## src/rcg_pkg.sv

```systemverilog
// Shared types and constants for the ring cadence generator.
`timescale 1ns / 1ps

package rcg_pkg;

   localparam int STEP_MS_W  = 16;
   localparam int HALF_MS_W  = 10;
   localparam int CAD_CNT_W  = 17;
   localparam int FREQ_CNT_W = 11;
   localparam int REG_IDX_W  = 3;
   localparam int CSR_DATA_W = 16;
   localparam int NUM_DUR    = 4;

   localparam logic [CAD_CNT_W-1:0]  CAD_SAT  = '1;
   localparam logic [FREQ_CNT_W-1:0] FREQ_SAT = '1;

   localparam logic [STEP_MS_W-1:0] STEP0_RST = 16'd2000;
   localparam logic [STEP_MS_W-1:0] STEP1_RST = 16'd4000;
   localparam logic [STEP_MS_W-1:0] STEP2_RST = 16'd0;
   localparam logic [STEP_MS_W-1:0] STEP3_RST = 16'd0;
   localparam logic [HALF_MS_W-1:0] HALF_RST  = 10'd25;

   typedef enum logic [REG_IDX_W-1:0] {
      REG_STEP0 = 3'd0,
      REG_STEP1 = 3'd1,
      REG_STEP2 = 3'd2,
      REG_STEP3 = 3'd3,
      REG_HALF  = 3'd4
   } rcg_reg_type;

   typedef struct packed {
      logic [NUM_DUR-1:0][STEP_MS_W-1:0] step_ms;
      logic [HALF_MS_W-1:0]              half_ms;
   } rcg_cfg_type;

   typedef struct packed {
      logic tick;
      logic start_ring;
      logic stop_ring;
      logic off_hook;
   } rcg_item_type;

   typedef struct packed {
      logic       ringing;
      logic       ring_mode_pin;
      logic       fwd_rev_pin;
      logic       ring_led;
      logic [1:0] cadence_index;
   } rcg_result_type;

endpackage

```

## src/rcg_csr.sv

```systemverilog
// Configuration register file: cadence durations and ring half period.
`timescale 1ns / 1ps

module rcg_csr
   import rcg_pkg::*;
(
   input  logic                  clock,
   input  logic                  reset,
   input  logic                  csr_valid,
   output logic                  csr_ready,
   input  logic [REG_IDX_W-1:0]  csr_index,
   input  logic [CSR_DATA_W-1:0] csr_wdata,
   output rcg_cfg_type           cfg
);

   rcg_cfg_type cfg_ff;
   rcg_cfg_type cfg_in;

   assign csr_ready = 1'b1;
   assign cfg       = cfg_ff;

   always_comb begin
      cfg_in = cfg_ff;
      if (csr_valid) begin
         case (rcg_reg_type'(csr_index))
            REG_STEP0: cfg_in.step_ms[0] = csr_wdata;
            REG_STEP1: cfg_in.step_ms[1] = csr_wdata;
            REG_STEP2: cfg_in.step_ms[2] = csr_wdata;
            REG_STEP3: cfg_in.step_ms[3] = csr_wdata;
            REG_HALF:  cfg_in.half_ms    = csr_wdata[HALF_MS_W-1:0];
            default:   cfg_in = cfg_ff;   // unmapped index, dropped
         endcase
      end
   end

   always_ff @(posedge clock) begin
      if (reset) begin
         cfg_ff.step_ms[0] <= STEP0_RST;
         cfg_ff.step_ms[1] <= STEP1_RST;
         cfg_ff.step_ms[2] <= STEP2_RST;
         cfg_ff.step_ms[3] <= STEP3_RST;
         cfg_ff.half_ms    <= HALF_RST;
      end else begin
         cfg_ff <= cfg_in;
      end
   end

endmodule

```

## src/rcg_cadence.sv

```systemverilog
// Ring state and single-pass next-state logic for one item.
`timescale 1ns / 1ps

module rcg_cadence
   import rcg_pkg::*;
#(
   parameter int CADENCE_STEPS = 4
) (
   input  logic           clock,
   input  logic           reset,
   input  logic           fire,
   input  rcg_item_type   item,
   input  rcg_cfg_type    cfg,
   output rcg_result_type result
);

   localparam int STEP_W = (CADENCE_STEPS > 2) ? $clog2(CADENCE_STEPS) : 1;
   localparam logic [STEP_W:0] LAST_STEP = (STEP_W+1)'(CADENCE_STEPS - 1);

   logic                  act_ff,  act_in;
   logic [STEP_W-1:0]     step_ff, step_in;
   logic [CAD_CNT_W-1:0]  ce_ff,   ce_in;
   logic [FREQ_CNT_W-1:0] fe_ff,   fe_in;
   logic                  tog_ff,  tog_in;
   logic                  pol_ff,  pol_in;
   logic                  mode_ff, mode_in;
   logic                  led_ff,  led_in;

   always_comb begin
      logic [2:0] step_x;
      act_in  = act_ff;
      step_in = step_ff;
      ce_in   = ce_ff;
      fe_in   = fe_ff;
      tog_in  = tog_ff;
      pol_in  = pol_ff;
      mode_in = mode_ff;
      led_in  = led_ff;

      if (item.start_ring && !item.off_hook) begin
         step_in = '0;
         ce_in   = '0;
         fe_in   = '0;
         act_in  = 1'b1;
         mode_in = 1'b1;
      end
      // stop, or handset lifted mid-ring
      if (item.stop_ring || (act_in && item.off_hook)) begin
         act_in  = 1'b0;
         mode_in = 1'b0;
         pol_in  = 1'b0;
      end

      step_x = 3'(step_in);
      if (act_in) begin
         if (item.tick) begin
            if (ce_in != CAD_SAT) ce_in = ce_in + 1'b1;
            if (fe_in != FREQ_SAT) fe_in = fe_in + 1'b1;
         end
         if (ce_in > {1'b0, cfg.step_ms[step_x[1:0]]}) begin
            ce_in = '0;
            if ({1'b0, step_in} == LAST_STEP) step_in = '0;
            else step_in = step_in + 1'b1;
         end
         step_x = 3'(step_in);
         if (!step_x[0]) begin
            if (fe_in > {1'b0, cfg.half_ms}) begin
               fe_in  = '0;
               tog_in = ~tog_in;
               pol_in = tog_in;
               led_in = tog_in;
            end
         end else begin
            pol_in = 1'b0;
            led_in = 1'b1;
         end
      end

      result.ringing       = act_in;
      result.ring_mode_pin = mode_in;
      result.fwd_rev_pin   = pol_in;
      result.ring_led      = led_in;
      result.cadence_index = step_x[1:0];
   end

   always_ff @(posedge clock) begin
      if (reset) begin
         act_ff  <= 1'b0;
         step_ff <= '0;
         ce_ff   <= '0;
         fe_ff   <= '0;
         tog_ff  <= 1'b0;
         pol_ff  <= 1'b0;
         mode_ff <= 1'b0;
         led_ff  <= 1'b1;
      end else if (fire) begin
         act_ff  <= act_in;
         step_ff <= step_in;
         ce_ff   <= ce_in;
         fe_ff   <= fe_in;
         tog_ff  <= tog_in;
         pol_ff  <= pol_in;
         mode_ff <= mode_in;
         led_ff  <= led_in;
      end
   end

endmodule

```

## src/ring_cadence_generator.sv

```systemverilog
// Top level of the telephone ring cadence generator.
//
// Usage:
//  - req_ channel: one transfer per item = one millisecond tick flag plus
//    start, stop and off-hook levels. Typically one item per clock.
//  - rsp_ channel: exactly one transfer per item, in order, carrying the
//    ringing flag, ring mode and fwd/rev pin levels, LED drive and the
//    current cadence step, all taken after that item's update.
//  - csr_ channel: register writes (index 0..3 cadence step durations in ms,
//    index 4 ring half period in ms). Always ready; unknown indexes dropped.
//    Write only while no item is in flight.
//  - A request transfer loads the input register; the state update then loads
//    the result register, which drives rsp_. Throughput: one item per clock
//    while rsp_stall is low, as the state update is a single combinational
//    pass.
//  - A stalled result holds in the result register; the input register still
//    takes one more item, and req_stall rises only when both are full.
//  - Reset (synchronous, active high) empties both registers, stops ringing,
//    turns the LED off (high) and restores the default cadence 2 s on / 4 s off
//    with a 25 ms half period.
`timescale 1ns / 1ps

module ring_cadence_generator
   import rcg_pkg::*;
#(
   parameter int CADENCE_STEPS = 4
) (
   input  logic                  clock,
   input  logic                  reset,
   // request channel
   input  logic                  req_valid,
   output logic                  req_stall,
   input  logic                  req_tick,
   input  logic                  req_start_ring,
   input  logic                  req_stop_ring,
   input  logic                  req_off_hook,
   // result channel
   output logic                  rsp_valid,
   input  logic                  rsp_stall,
   output logic                  rsp_ringing,
   output logic                  rsp_ring_mode_pin,
   output logic                  rsp_fwd_rev_pin,
   output logic                  rsp_ring_led,
   output logic [1:0]            rsp_cadence_index,
   // configuration channel
   input  logic                  csr_valid,
   output logic                  csr_ready,
   input  logic [REG_IDX_W-1:0]  csr_index,
   input  logic [CSR_DATA_W-1:0] csr_wdata
);

   rcg_cfg_type    cfg;
   rcg_item_type   item_ff, item_in;
   logic           in_valid_ff, in_valid_in;
   rcg_result_type res_ff, res_in;
   logic           out_valid_ff, out_valid_in;
   logic           fire;        // input register moves into result register
   logic           req_take;

   rcg_csr u_csr (
      .clock     (clock),
      .reset     (reset),
      .csr_valid (csr_valid),
      .csr_ready (csr_ready),
      .csr_index (csr_index),
      .csr_wdata (csr_wdata),
      .cfg       (cfg)
   );

   rcg_cadence #(
      .CADENCE_STEPS (CADENCE_STEPS)
   ) u_cadence (
      .clock  (clock),
      .reset  (reset),
      .fire   (fire),
      .item   (item_ff),
      .cfg    (cfg),
      .result (res_in)
   );

   // Result register frees up when empty or being taken this cycle.
   assign fire      = in_valid_ff && !(out_valid_ff && rsp_stall);
   assign req_stall = in_valid_ff && !fire;
   assign req_take  = req_valid && !req_stall;

   always_comb begin
      item_in.tick       = req_tick;
      item_in.start_ring = req_start_ring;
      item_in.stop_ring  = req_stop_ring;
      item_in.off_hook   = req_off_hook;

      in_valid_in = in_valid_ff;
      if (req_take) in_valid_in = 1'b1;
      else if (fire) in_valid_in = 1'b0;

      out_valid_in = out_valid_ff;
      if (fire) out_valid_in = 1'b1;
      else if (!rsp_stall) out_valid_in = 1'b0;
   end

   always_ff @(posedge clock) begin
      if (reset) begin
         in_valid_ff  <= 1'b0;
         out_valid_ff <= 1'b0;
      end else begin
         in_valid_ff  <= in_valid_in;
         out_valid_ff <= out_valid_in;
      end
   end

   // payload registers
   always_ff @(posedge clock) begin
      if (req_take) item_ff <= item_in;
      if (fire) res_ff <= res_in;
   end

   assign rsp_valid         = out_valid_ff;
   assign rsp_ringing       = res_ff.ringing;
   assign rsp_ring_mode_pin = res_ff.ring_mode_pin;
   assign rsp_fwd_rev_pin   = res_ff.fwd_rev_pin;
   assign rsp_ring_led      = res_ff.ring_led;
   assign rsp_cadence_index = res_ff.cadence_index;

endmodule

```

## config.mk

```make
export PLATFORM = sky130hd
export DESIGN_NAME = ring_cadence_generator
export DESIGN_NICKNAME = d
export VERILOG_FILES = /design/src/rcg_pkg.sv /design/src/rcg_csr.sv /design/src/rcg_cadence.sv /design/src/ring_cadence_generator.sv
export SDC_FILE = /design/constraint.sdc
export NUM_CORES = 1
export LEC_CHECK = 0
export ABC_AREA = 1
export ABC_CLOCK_PERIOD_IN_PS = 4300
export BUFFER_PORTS_ARGS = -buffer_cell sky130_fd_sc_hd__buf_4
export CAP_MARGIN = 20
export CORE_ASPECT_RATIO = 0.5
export CORE_MARGIN = 3
export CORE_UTILIZATION = 40
export DETAILED_ROUTE_END_ITERATION = 12
export SYNTH_ARGS = -nofsm -noshare
export SYNTH_HDL_FRONTEND = slang
export SYNTH_SLANG_ARGS = --single-unit
export TNS_END_PERCENT = 30
```

## constraint.sdc

```tcl
create_clock -name clock -period 4.3 [get_ports clock]
set_input_delay 1.29 -clock clock [delete_from_list [all_inputs] [get_ports clock]]
set_output_delay 1.29 -clock clock [all_outputs]
set_load 0.02 [all_outputs]
```

**After elaboration in Yosys (flattened, before gate mapping)**

Index checks and enable logic that the tools add are counted.

- Bits in registers: 121
- Output and inout port bits: 9
- Logic and storage cells: 95

- Add/subtract/negate cells: 3
- Order comparisons: 3
- Eq/ne operators: 8
- Multiplexer cells: 36
- Bitwise gates (word level): 2
- Reductions and logical operators: 19

Operators with widths:

| cell | count |
|---|---|
| $mux W17 | 6 |
| $mux W11 | 7 |
| $bmux W16 S2 | 1 |
| $add A17 B1 Y17 const B | 1 |
| $gt A17 B16 Y1 | 1 |
| $ne A17 B17 Y1 const B | 1 |
| $mux W16 | 1 |
| $mux W1 | 15 |
| $mux W2 | 6 |
| $add A11 B1 Y11 const B | 1 |
| $gt A11 B10 Y1 | 1 |
| $ne A11 B11 Y1 const B | 1 |
| $reduce_and A2 Y1 | 5 |
| $eq A3 B2 Y1 const B | 2 |
| $logic_and A1 B1 Y1 | 6 |
| $logic_not A1 Y1 | 4 |
| $reduce_and A4 Y1 | 1 |
| $eq A3 B1 Y1 const B | 1 |
| $eq A3 B3 Y1 const B | 1 |
| $logic_not A3 Y1 | 1 |
| $lt A2 B3 Y1 const B | 1 |
| $add A2 B1 Y2 const B | 1 |
| $eq A2 B2 Y1 const B | 1 |
| $ne A2 B1 Y1 const B | 1 |
| other kinds (3) | 4 |

**Logic depth before layout (Yosys ltp)**

Gate-level depths: netlist of the first run.

- Depth in word-level cells: 12
- Mapped depth: 36
- Depth with buffers taken out: 34

**Modules after synthesis**

From an unflattened synthesis of the first run, not the netlist that was laid out.

- Cell total of the unflattened synthesis: 1079
- Area, all modules: 7225.7 µm²

Modules (own cells, without submodules):

| module | instances | cells each | area an instance (µm²) | sequential area each (µm²) |
|---|---|---|---|---|
| rcg_cadence | 1 | 638 | 3828.7 | 700.7 |
| rcg_csr | 1 | 419 | 3005.4 | 1481.4 |
| ring_cadence_generator | 1 | 22 | 391.6 | 340.3 |

**Worst setup path after synthesis of the first run**

No wires, ideal clock.

- Path type: reg2reg
- From: register item_ff[0] (netlist name)
- To: register res_ff (netlist bit rsp_fwd_rev_pin) (data pin)
- Setup time: 0.253 ns
- Arrival: 3.588 ns
- Setup slack: 0.459 ns
- Cell stages (with the launch flop): 32
- Clock period less this slack: 3.841 ns
- Cells stage by stage: edfxtp_1 > nor2_1 > buf_4 > buf_2 > nor2_1 > ha_1 > nand3_1 > nor2_1 > nand2_1 > nor3_2 > nand2_2 > nand2_4 > nor3_4 > xor2_1 > clkinv_1 > ha_1 > nand2_1 > nor2_1 > nand3b_1 > nand3_1 > nand2_1 > nand2_1 > nand2_1 > nand2_1 > nand2_1 > nand2_1 > nand2_1 > nand2_2 > nand2_1 > and2_4 > nand2_1 > nand2_1

RTL lines:

| element | RTL line | RTL |
|---|---|---|
| start, declared | ring_cadence_generator.sv:53 | `rcg_item_type item_ff, item_in;` |
| start signal, assigned | ring_cadence_generator.sv:113 | `if (req_take) item_ff <= item_in;` |
| end signal, assigned | ring_cadence_generator.sv:114 | `if (fire) res_ff <= res_in;` |
| end, declared | ring_cadence_generator.sv:55 | `rcg_result_type res_ff, res_in;` |

==> results of run 1 <==
layer usage:
metal / wire (µm) / global-route usage [%] / up-vias
met3: 1220 / 4.14 / 10
met1: 9740 / 30.5 / 2906
li1: - / - / 3215
met2: 7950 / 30.1 / 196
met5: 0 / 0 / -
met4: 137 / 5.11 / 0
state kept, by name, summed over array words and instances, names as in the netlist, 2 cells and up:
signal,cells
rsp_cadence_index,2
u_cadence.ce_ff,17
u_csr.cfg,74
u_cadence.step_ff,2
u_cadence.fe_ff,11
item_ff,4
area by class of cell:
| cell class | instances | share of cell area, % |
|---|---|---|
| inverters | 123 | 5.71 |
| clock buffers | 20 | 5.77 |
| multi-input cells | 672 | 45.9 |
| well taps | 221 | 3.42 |
| clock inverters | 12 | 2.30 |
| repair buffers | 59 | 5.68 |
| flip-flops and latches | 121 | 31.2 |
through the flow:
stage	util [%]	setup TNS, ns	hold WS (ns)	instance area [µm²]	total power [mW]
2_1_floorplan	-	0	0.425	6730	1.53
3_3_place_gp	45.4	0	0.434	7230	1.66
3_5_place_dp	45.4	0	0.436	7230	1.67
4_1_cts	49.5	0	0.444	7880	3.25
5_1_grt	50.8	-0.715	0.456	8090	3.38
6_report	50.8	0	0.443	8090	3.26
repair_timing:
item	4_1_cts	5_1_grt
gates resized for setup	0	31
endpoints found under the setup margin	0	36
buffers inserted	0	6
final timing paths:
check | from | to | slack, ns
max | item_ff[0]$_DFFE_PP_ | rsp_ring_led$_DFFE_PP_ | 0.29
min | u_csr.cfg[66]$_SDFFE_PP0P_ | u_csr.cfg[66]$_SDFFE_PP0P_ | 0.44
min reg2reg | u_csr.cfg[66]$_SDFFE_PP0P_ | u_csr.cfg[66]$_SDFFE_PP0P_ | 0.44
max reg2reg | item_ff[0]$_DFFE_PP_ | rsp_ring_led$_DFFE_PP_ | 0.29
logic make-up (layout without fill, tap and decap cells):
| family | after synthesis | count (layout) | share of synthesized area (%) |
|---|---|---|---|
| AND/OR/NAND/NOR | 375 | 375 | 24.9 |
| AO/OA/AOI/OAI | 246 | 246 | 19.7 |
| buffers and inverters | 170 | 214 | 9.78 |
| flip-flops | 121 | 121 | 37.5 |
| adder cells (fa/ha/maj) | 28 | 28 | 5.21 |
| XOR/XNOR | 21 | 21 | 2.73 |
| other | 1 | 1 | 0.0557 |
| multiplexers | 1 | 1 | 0.167 |
critical path: cells and delay by family (launching register included):
family	cells	cell delay, ns
xor+xnor	1	0.24
simple gates	21	1.91
compound gates	2	0.28
fa+ha+maj	1	0.28
flops	1	0.46
buf+inv	4	0.60
layout by cell type, fill, tap and decap left out, types with 2 or more instances in the layout:
master     instances
clkinv_1           3
nand3_2            5
nor4_2             2
nand4_1            8
ha_4               4
clkbuf_16         17
nand2_4            5
nand2_1          156
nand3_1           36
buf_4             57
a22o_1            11
o21a_1             2
a21oi_1          106
nor2_1           117
a21oi_2            5
nor2_2             6
inv_6              2
o211ai_1           2
nor4_1             2
nor3_1             6
nor3_2             3
xnor2_1            4
o22ai_1           11
inv_1            108
xor2_1            15
clkinv_4           4
inv_2             12
dfxtp_1          111
nand2_2           12
clkbuf_8           3
o21ai_0          101
edfxtp_1          10
bufinv_16          4
ha_1              24
a211oi_1           2
nor2_4             6
nor3_4             4
report_power, final:
part	internal, mW	switching (mW)	total (mW)
clock network	1.02	0.556	1.58
logic	0.164	0.295	0.459
registers	1.19	0.0296	1.22
==> impl_metrics.yaml, run 1 <==
status:
  status: "completed"
setup_path:
  crit_arrival_ns: 4.18
  crit_slowest_cell: "edfxtp_1"
  rr_worst_depth: 29
  critPathLaunchType: "flip-flop"
  critPathMaxStageDelay_ns: 0.46
  cp.required_ns: 4.48
  critPathCaptureType: "flip-flop"
  critPathKind: "flip-flop to flip-flop"
  cp_max_fo: 15
  cp_common_cell: "nand2_1"
final_layout:
  seqCellArea_um2: 2520
  syn_to_final_growth_pct: 20.3
  final_cells: 1228
  fin_nets: 1050
  nFillCells: 1566
  drive_above_1_share_pct: 16.0
  multi_input_area_um2: 3720
  diodes: 0
logic_synthesis:
  ys_warn_count: 0
  synthCells: 963
  yosys_register_bits: 121
  synth-async-reset-ratio_pct: 0
  ys.flop_type: "dfxtp_1"
  synth_edf_count: 10
  synthDominantCellAreaShare_pct: 33.0
  synth_area_per_cell_um2: 6.99
  ys_seq_area_share_pct: 37.5
  yosys-top-cells-count: "nand2_1 (158), nor2_1 (124), dfxtp_1 (111)"
  synth.area.top_cells: "dfxtp_1 (33%), nand2_1 (8.8%), a21oi_1 (8.1%)"
  syn_area_um2: 6730
  synth_cell_types: 49
  yosys.area.top_type: "dfxtp_1"
  syn_nets: 1019
  yosysMostFrequentCell: "nand2_1"
global_routing:
  grtUsageTotal_pct: 20.5
  antenna_found_initial: 0
  grt_max_degree: 54
  overflow: 0
  grt_pass1_vias: 5828
  grt_pass1_wl_um: 30500
timing:
  setup_viol: 0
  maxSlewViolCount: 0
  fin_crit_ns: 4.01
  tightest_slew_ns: 0.848
  rsz0062_at_grt: "true"
  max_freq_mhz: 250
  fin_skew_ns: 0.00907
  period_share_pct: 93.2
  relSlewSlack_pct: 43.4
  hold_violations: 0
  finalWorstSetupSlack_ns: 0.293
drt:
  vias: 6327
  drtIter0Drc: 417
  drtAntennaViolNets: 0
  wirelength_um: 19100
  drc: 0
  wl_per_cell_um: 15.5
  drt_first_pass_iters: 5
  routed_via_density: 5.15
clock_network:
  cts.sinks: 121
  clk_pin_slew_ns: 0.06
  clock_latency_ns: 0.42
  cts-htree-levels: 4
  cts_buffer_depth: 2
  cts.hold.buffers_added: 0
  cts_tree: "built"
  tritoncts.num_buffers: 17
  clockRootBuffer: "clkbuf_16"
power:
  powerDensity_nw_per_um2: 403
  leakagePower_nw: 3.57
  ir_drop_mv: 0.319
worst_hold_path:
  hp-class: "flip-flop to flip-flop"
  hold_path_depth: 2
floorplanning:
  core-area_um2: 15900
  start_util_pct: 42.2
  die_height_um: 97.7
  rows: 32
  boundaryPins: 37
  die-area_um2: 18500
  die_w_um: 189
place:
  detailedPlace.worstSlack_ns: 0.163
  placedCellCount: 1190
  gp_congestion: 0.898
  numPortBuffers: 35
  dp_hpwl_um: 12600
flow_run:
  cap_violations: 0
(Power assumes the default switching activity.)
==> run 2, diff against run 1 <==
--- a/config.mk
+++ b/config.mk
@@ -9,7 +9,7 @@
 export ABC_CLOCK_PERIOD_IN_PS = 4300
 export BUFFER_PORTS_ARGS = -buffer_cell sky130_fd_sc_hd__buf_4
 export CAP_MARGIN = 20
-export CORE_ASPECT_RATIO = 0.5
+export CORE_ASPECT_RATIO = 0.7
 export CORE_MARGIN = 3
 export CORE_UTILIZATION = 40
 export DETAILED_ROUTE_END_ITERATION = 12
==> run 2 against run 1 <==
Effect of this change: critical path depth unchanged; clock-buffer cell count increased by 4; worst hold slack improved by 0.0030 ns; clock power decreased by 14%; power decreased by 7.3%; global-route usage increased by 0.20 points; die area decreased by 0.38%; non-clock buffer count decreased by 4; largest power group unchanged; setup slack improved by 0.038 ns; largest cell class unchanged.
==> impl_metrics.yaml, run 2 (same netlist as run 1, synthesis figures left out) <==
floorplanning:
  die_height_um: 115
  start_util_pct: 42.1
  core-area_um2: 16000
  die-area_um2: 18400
  boundaryPins: 37
  rows: 38
  die_w_um: 161
timing:
  rsz0062_at_grt: "true"
  maxSlewViolCount: 0
  fin_skew_ns: 0.00982
  fin_crit_ns: 3.97
  tightest_slew_ns: 1.09
  whs_ns: 0.446
  period_share_pct: 92.3
  setup_viol: 0
  relSlewSlack_pct: 27.3
  hold_violations: 0
  max_freq_mhz: 252
final_layout:
  fin_area_um2: 7850
  fin_nets: 1046
  diodes: 0
  largest_register_ffs: 74
  fin_util_pct: 49.1
  final_cell_mix: "nand2_1 (156), nor2_1 (115), dfxtp_1 (111), a21oi_1 (109), inv_1 (109)"
  final_common_cell: "nand2_1"
  drive_above_1_share_pct: 13.9
  syn_to_final_growth_pct: 16.7
power:
  leakagePower_nw: 3.47
  ir_drop_mv: 0.218
  powerDensity_nw_per_um2: 384
global_routing:
  grt_max_degree: 67
  overflow: 0
  antenna_found_initial: 0
  grtUsageTotal_pct: 20.7
  grt_pass1_vias: 5607
  grt_pass1_wl_um: 30300
clock_network:
  clock_latency_ns: 0.42
  tritoncts.num_buffers: 17
  cts.hold.buffers_added: 0
  cts_buffer_depth: 2
  cts-htree-levels: 4
  cts.sinks: 121
  clockRootBuffer: "clkbuf_16"
  cts_tree: "built"
  clk_pin_slew_ns: 0.06
drt:
  drc: 0
  drtAntennaViolNets: 0
  top_layer_used: "met4"
  wl_met3_um: 1130
  vias: 6252
  drt_first_pass_iters: 5
  drtIter0Drc: 505
  wl_met2_um: 7500
  wl_per_cell_um: 15.2
  wirelength_um: 18500
  routed_via_density: 5.11
  drt-met1-wl_um: 9700
setup_path:
  crit_slowest_cell: "edfxtp_1"
  cp.required_ns: 4.47
  reg2reg_slack_ns: 0.33
  critPathLaunchType: "flip-flop"
  crit_arrival_ns: 4.14
  critPathKind: "flip-flop to flip-flop"
  cp_max_fo: 10
  critPathCaptureType: "flip-flop"
  crit_family: "simple AND/OR/NAND/NOR gates"
  critPathMaxStageDelay_ns: 0.45
  path_buf_inv: 2
  cp_common_cell: "nand2_1"
place:
  dpl_cell_area_um2: 7220
  numPortBuffers: 35
  dp_hpwl_um: 12400
  gp_congestion: 0.898
flow_run:
  cap_violations: 0
worst_hold_path:
  hp-class: "flip-flop to flip-flop"
status:
  status: "completed"
[run 2: changes by cell type in the layout (fill, tap and decap cells not counted), moves of 4 or more]
| cell | previous run | this run |
|---|---|---|
| clkbuf_1 | 0 | 7 |
| buf_4 | 57 | 53 |
| clkinv_4 | 4 | 0 |
| ha_1 | 24 | 28 |
| ha_4 | 4 | 0 |
[run 2: report_power, final]
group	internal [mW]	total (mW)	switching, mW
registers	1.19	1.22	0.0299
clock network	0.850	1.36	0.515
logic	0.153	0.434	0.281
[run 2: final timing paths]
kind,cells past startpoint,startpoint,to
worst max-delay path,29,item_ff[0]$_DFFE_PP_,rsp_fwd_rev_pin$_DFFE_PP_
worst min register to register,2,u_csr.cfg[71]$_SDFFE_PP0P_,u_csr.cfg[71]$_SDFFE_PP0P_
worst min-delay path,2,u_csr.cfg[71]$_SDFFE_PP0P_,u_csr.cfg[71]$_SDFFE_PP0P_
worst max register to register,29,item_ff[0]$_DFFE_PP_,rsp_fwd_rev_pin$_DFFE_PP_
[run 2: layout make-up]
type | count | area (µm²)
multi-input cells | 672 | 3600
repair buffers | 55 | 438
well taps | 220 | 275
clock buffers | 24 | 452
flip-flops and latches | 121 | 2520
inverters | 123 | 462
fillers | 1628 | 8130
clock inverters | 8 | 96.3
[run 2: per-stage QoR]
| step | TNS [ns] | std cells | power (mW) | worst slack (ns) |
|---|---|---|---|---|
| after floorplan | 0 | 963 | 1.53 | 0.459 |
| after global placement | 0 | 1187 | 1.66 | 0.187 |
| after detailed placement | 0 | 1187 | 1.66 | 0.174 |
| after CTS | 0 | 1219 | 3.03 | 0.149 |
| after global routing | -0.103 | 1223 | 3.16 | -0.0348 |
| final | 0 | 1223 | 3.02 | 0.331 |
[run 2: routing by layer]
metal,global-route usage (%),vias up
met1,32.0,2828
met4,4.81,0
li1,-,3215
met5,0,-
met2,28.7,188
met3,4.59,21
[run 2: timing repair]
action | 4_1_cts | 5_1_grt
endpoints found under the setup margin | 0 | 35
resized for setup | 0 | 13
buffers inserted | 0 | 4
[run 2: tightest hold or removal path, cell delays in order (launching register included)]
cell     delay, ns
dfxtp_1       0.31
inv_1         0.05
a21oi_1       0.05
==> run 3, diff against run 2 <==
--- a/config.mk
+++ b/config.mk
@@ -10,9 +10,11 @@
 export BUFFER_PORTS_ARGS = -buffer_cell sky130_fd_sc_hd__buf_4
 export CAP_MARGIN = 20
 export CORE_ASPECT_RATIO = 0.7
-export CORE_MARGIN = 3
+export CORE_MARGIN = 5
 export CORE_UTILIZATION = 40
 export DETAILED_ROUTE_END_ITERATION = 12
+export GPL_ROUTABILITY_DRIVEN = 0
+export PLACE_DENSITY_LB_ADDON = 0.25
 export SYNTH_ARGS = -nofsm -noshare
 export SYNTH_HDL_FRONTEND = slang
 export SYNTH_SLANG_ARGS = --single-unit
==> run 3 against run 2 <==
Effect of this change: clock-buffer cell count fell by 2; cell count rose by 0.98%; non-clock buffer count rose by 7; combinational power rose by 4.6%; largest power group unchanged; largest cell class unchanged; sequential cell count did not move; critical path type unchanged.
==> impl_metrics.yaml, run 3 (same netlist as run 1, synthesis figures left out) <==
status:
  status: "completed"
final_layout:
  fin_nets: 1053
  final_cell_mix: "nand2_1 (154), nor2_1 (114), dfxtp_1 (111), a21oi_1 (109), inv_1 (108)"
  fin_area_um2: 8070
  syn_to_final_growth_pct: 19.9
  largest_register_ffs: 74
  drive_above_1_share_pct: 16.2
  final_common_cell: "nand2_1"
  diodes: 0
  nFillCells: 1651
floorplanning:
  boundaryPins: 37
  start_util_pct: 41.0
  die-area_um2: 19600
  rows: 39
  core-area_um2: 16400
  die_w_um: 165
  die_height_um: 119
drt:
  wl_per_cell_um: 15.2
  drt-met1-wl_um: 9680
  top_layer_used: "met4"
  wl_met3_um: 1170
  drc: 0
  drtIter0Drc: 528
  wirelength_um: 18800
  routed_via_density: 5.16
  drtAntennaViolNets: 0
  wl_met2_um: 7750
  vias: 6375
  drt_first_pass_iters: 5
clock_network:
  clock_latency_ns: 0.42
  cts-htree-levels: 4
  cts.sinks: 121
  tritoncts.num_buffers: 17
  cts_tree: "built"
  cts_buffer_depth: 2
  clk_pin_slew_ns: 0.06
  clockRootBuffer: "clkbuf_16"
timing:
  fin_crit_ns: 3.99
  tightest_slew_ns: 1.03
  finalWorstSetupSlack_ns: 0.309
  whs_ns: 0.443
  fin_skew_ns: 0.0126
  maxSlewViolCount: 0
  period_share_pct: 92.8
  setup_viol: 0
  hold_violations: 0
  max_freq_mhz: 251
  relSlewSlack_pct: 31.3
setup_path:
  cp_max_fo: 6
  cp.required_ns: 4.48
  critPathLaunchType: "flip-flop"
  crit_slowest_cell: "edfxtp_1"
  critPathKind: "flip-flop to flip-flop"
  crit_arrival_ns: 4.17
  critPathMaxStageDelay_ns: 0.43
  critPathCaptureType: "flip-flop"
power:
  p_int_mw: 2.16
  power_mw: 3.02
  combPwrFrac_pct: 15.0
  leakagePower_nw: 3.54
  pwr-share-clk_pct: 44.6
  p_switching_mw: 0.862
  powerDensity_nw_per_um2: 374
  p_seq_share_pct: 40.4
  p_sw_share_pct: 28.5
  ir_drop_mv: 0.200
place:
  detailedPlace.worstSlack_ns: 0.153
  dp_hpwl_um: 12300
  dpl_cell_area_um2: 7230
  numPortBuffers: 35
global_routing:
  antenna_found_initial: 0
  grt_pass1_vias: 5875
  overflow: 0
  grt_max_degree: 53
  grtUsageTotal_pct: 19.1
  grt_pass1_wl_um: 30200
flow_run:
  cap_violations: 0
worst_hold_path:
  hp-class: "flip-flop to flip-flop"
run 3: changes by cell type in the layout (fill, tap and decap cells not counted), moves of 3 or more:
cell | previous run | this run
ha_4 | 0 | 4
ha_1 | 28 | 23
clkbuf_16 | 17 | 20
nor2_4 | 5 | 8
buf_4 | 53 | 57
xor2_2 | 0 | 3
clkbuf_1 | 7 | 3
xor2_1 | 16 | 13
run 3: metal layers:
| layer | vias to the layer above | global-route usage, % |
|---|---|---|
| met1 | 2935 | 29.1 |
| met4 | 0 | 5.92 |
| met5 | - | 0 |
| li1 | 3223 | - |
| met2 | 199 | 27.0 |
| met3 | 18 | 3.48 |
run 3: what timing repair did:
item	CTS	global route
buffers inserted	0	11
hold buffers	0	0
resized for setup	0	36
endpoints found under the setup margin	0	35
run 3: final cells by class:
| class | count | area (µm²) | share of cell area (%) |
|---|---|---|---|
| clock inverters | 10 | 66.3 | 0.822 |
| clock buffers | 22 | 487 | 6.03 |
| inverters | 123 | 464 | 5.75 |
| repair buffers | 62 | 518 | 6.42 |
| well taps | 225 | 282 | 3.49 |
| multi-input cells | 672 | 3730 | 46.2 |
| flip-flops and latches | 121 | 2520 | 31.3 |
run 3: worst paths after layout:
check,startpoint,to,slack [ns],cells after the start
worst max-delay path,item_ff[2]$_DFFE_PP_,rsp_ring_led$_DFFE_PP_,0.31,28
worst min-delay path,u_csr.cfg[69]$_SDFFE_PP0P_,u_csr.cfg[69]$_SDFFE_PP0P_,0.44,2
worst max register to register,item_ff[2]$_DFFE_PP_,rsp_ring_led$_DFFE_PP_,0.31,28
worst min register to register,u_csr.cfg[69]$_SDFFE_PP0P_,u_csr.cfg[69]$_SDFFE_PP0P_,0.44,2
run 3: power by group through the flow:
| stage | sequential (mW) | combinational, mW | clock [mW] |
|---|---|---|---|
| 4_1_cts | 1.22 | 0.422 | 1.36 |
| 2_1_floorplan | 1.24 | 0.289 | 0 |
| 5_1_grt | 1.22 | 0.510 | 1.42 |
| 3_5_place_dp | 1.24 | 0.418 | 0 |
| 6_report | 1.22 | 0.454 | 1.35 |
| 3_3_place_gp | 1.24 | 0.416 | 0 |
run 3: critical path, delay by kind of cell (launching register included):
family,cells,cell delay [ns]
adders and majority gates,2,0.45
buffers and inverters,6,0.45
xor gates and xnor gates,1,0.16
and+or+nand+nor,18,2.17
AOI/OAI and AO/OA,1,0.07
DFF,1,0.43
run 3: per-stage QoR:
stage                     cells  utilization [%]  setup TNS (ns)
after CTS                  1223             47.5               0
after floorplan             963                -               0
final                      1235             49.2               0
after detailed placement   1191             44.1               0
after global placement     1191             44.1               0
after global routing       1235             49.2         -0.0351
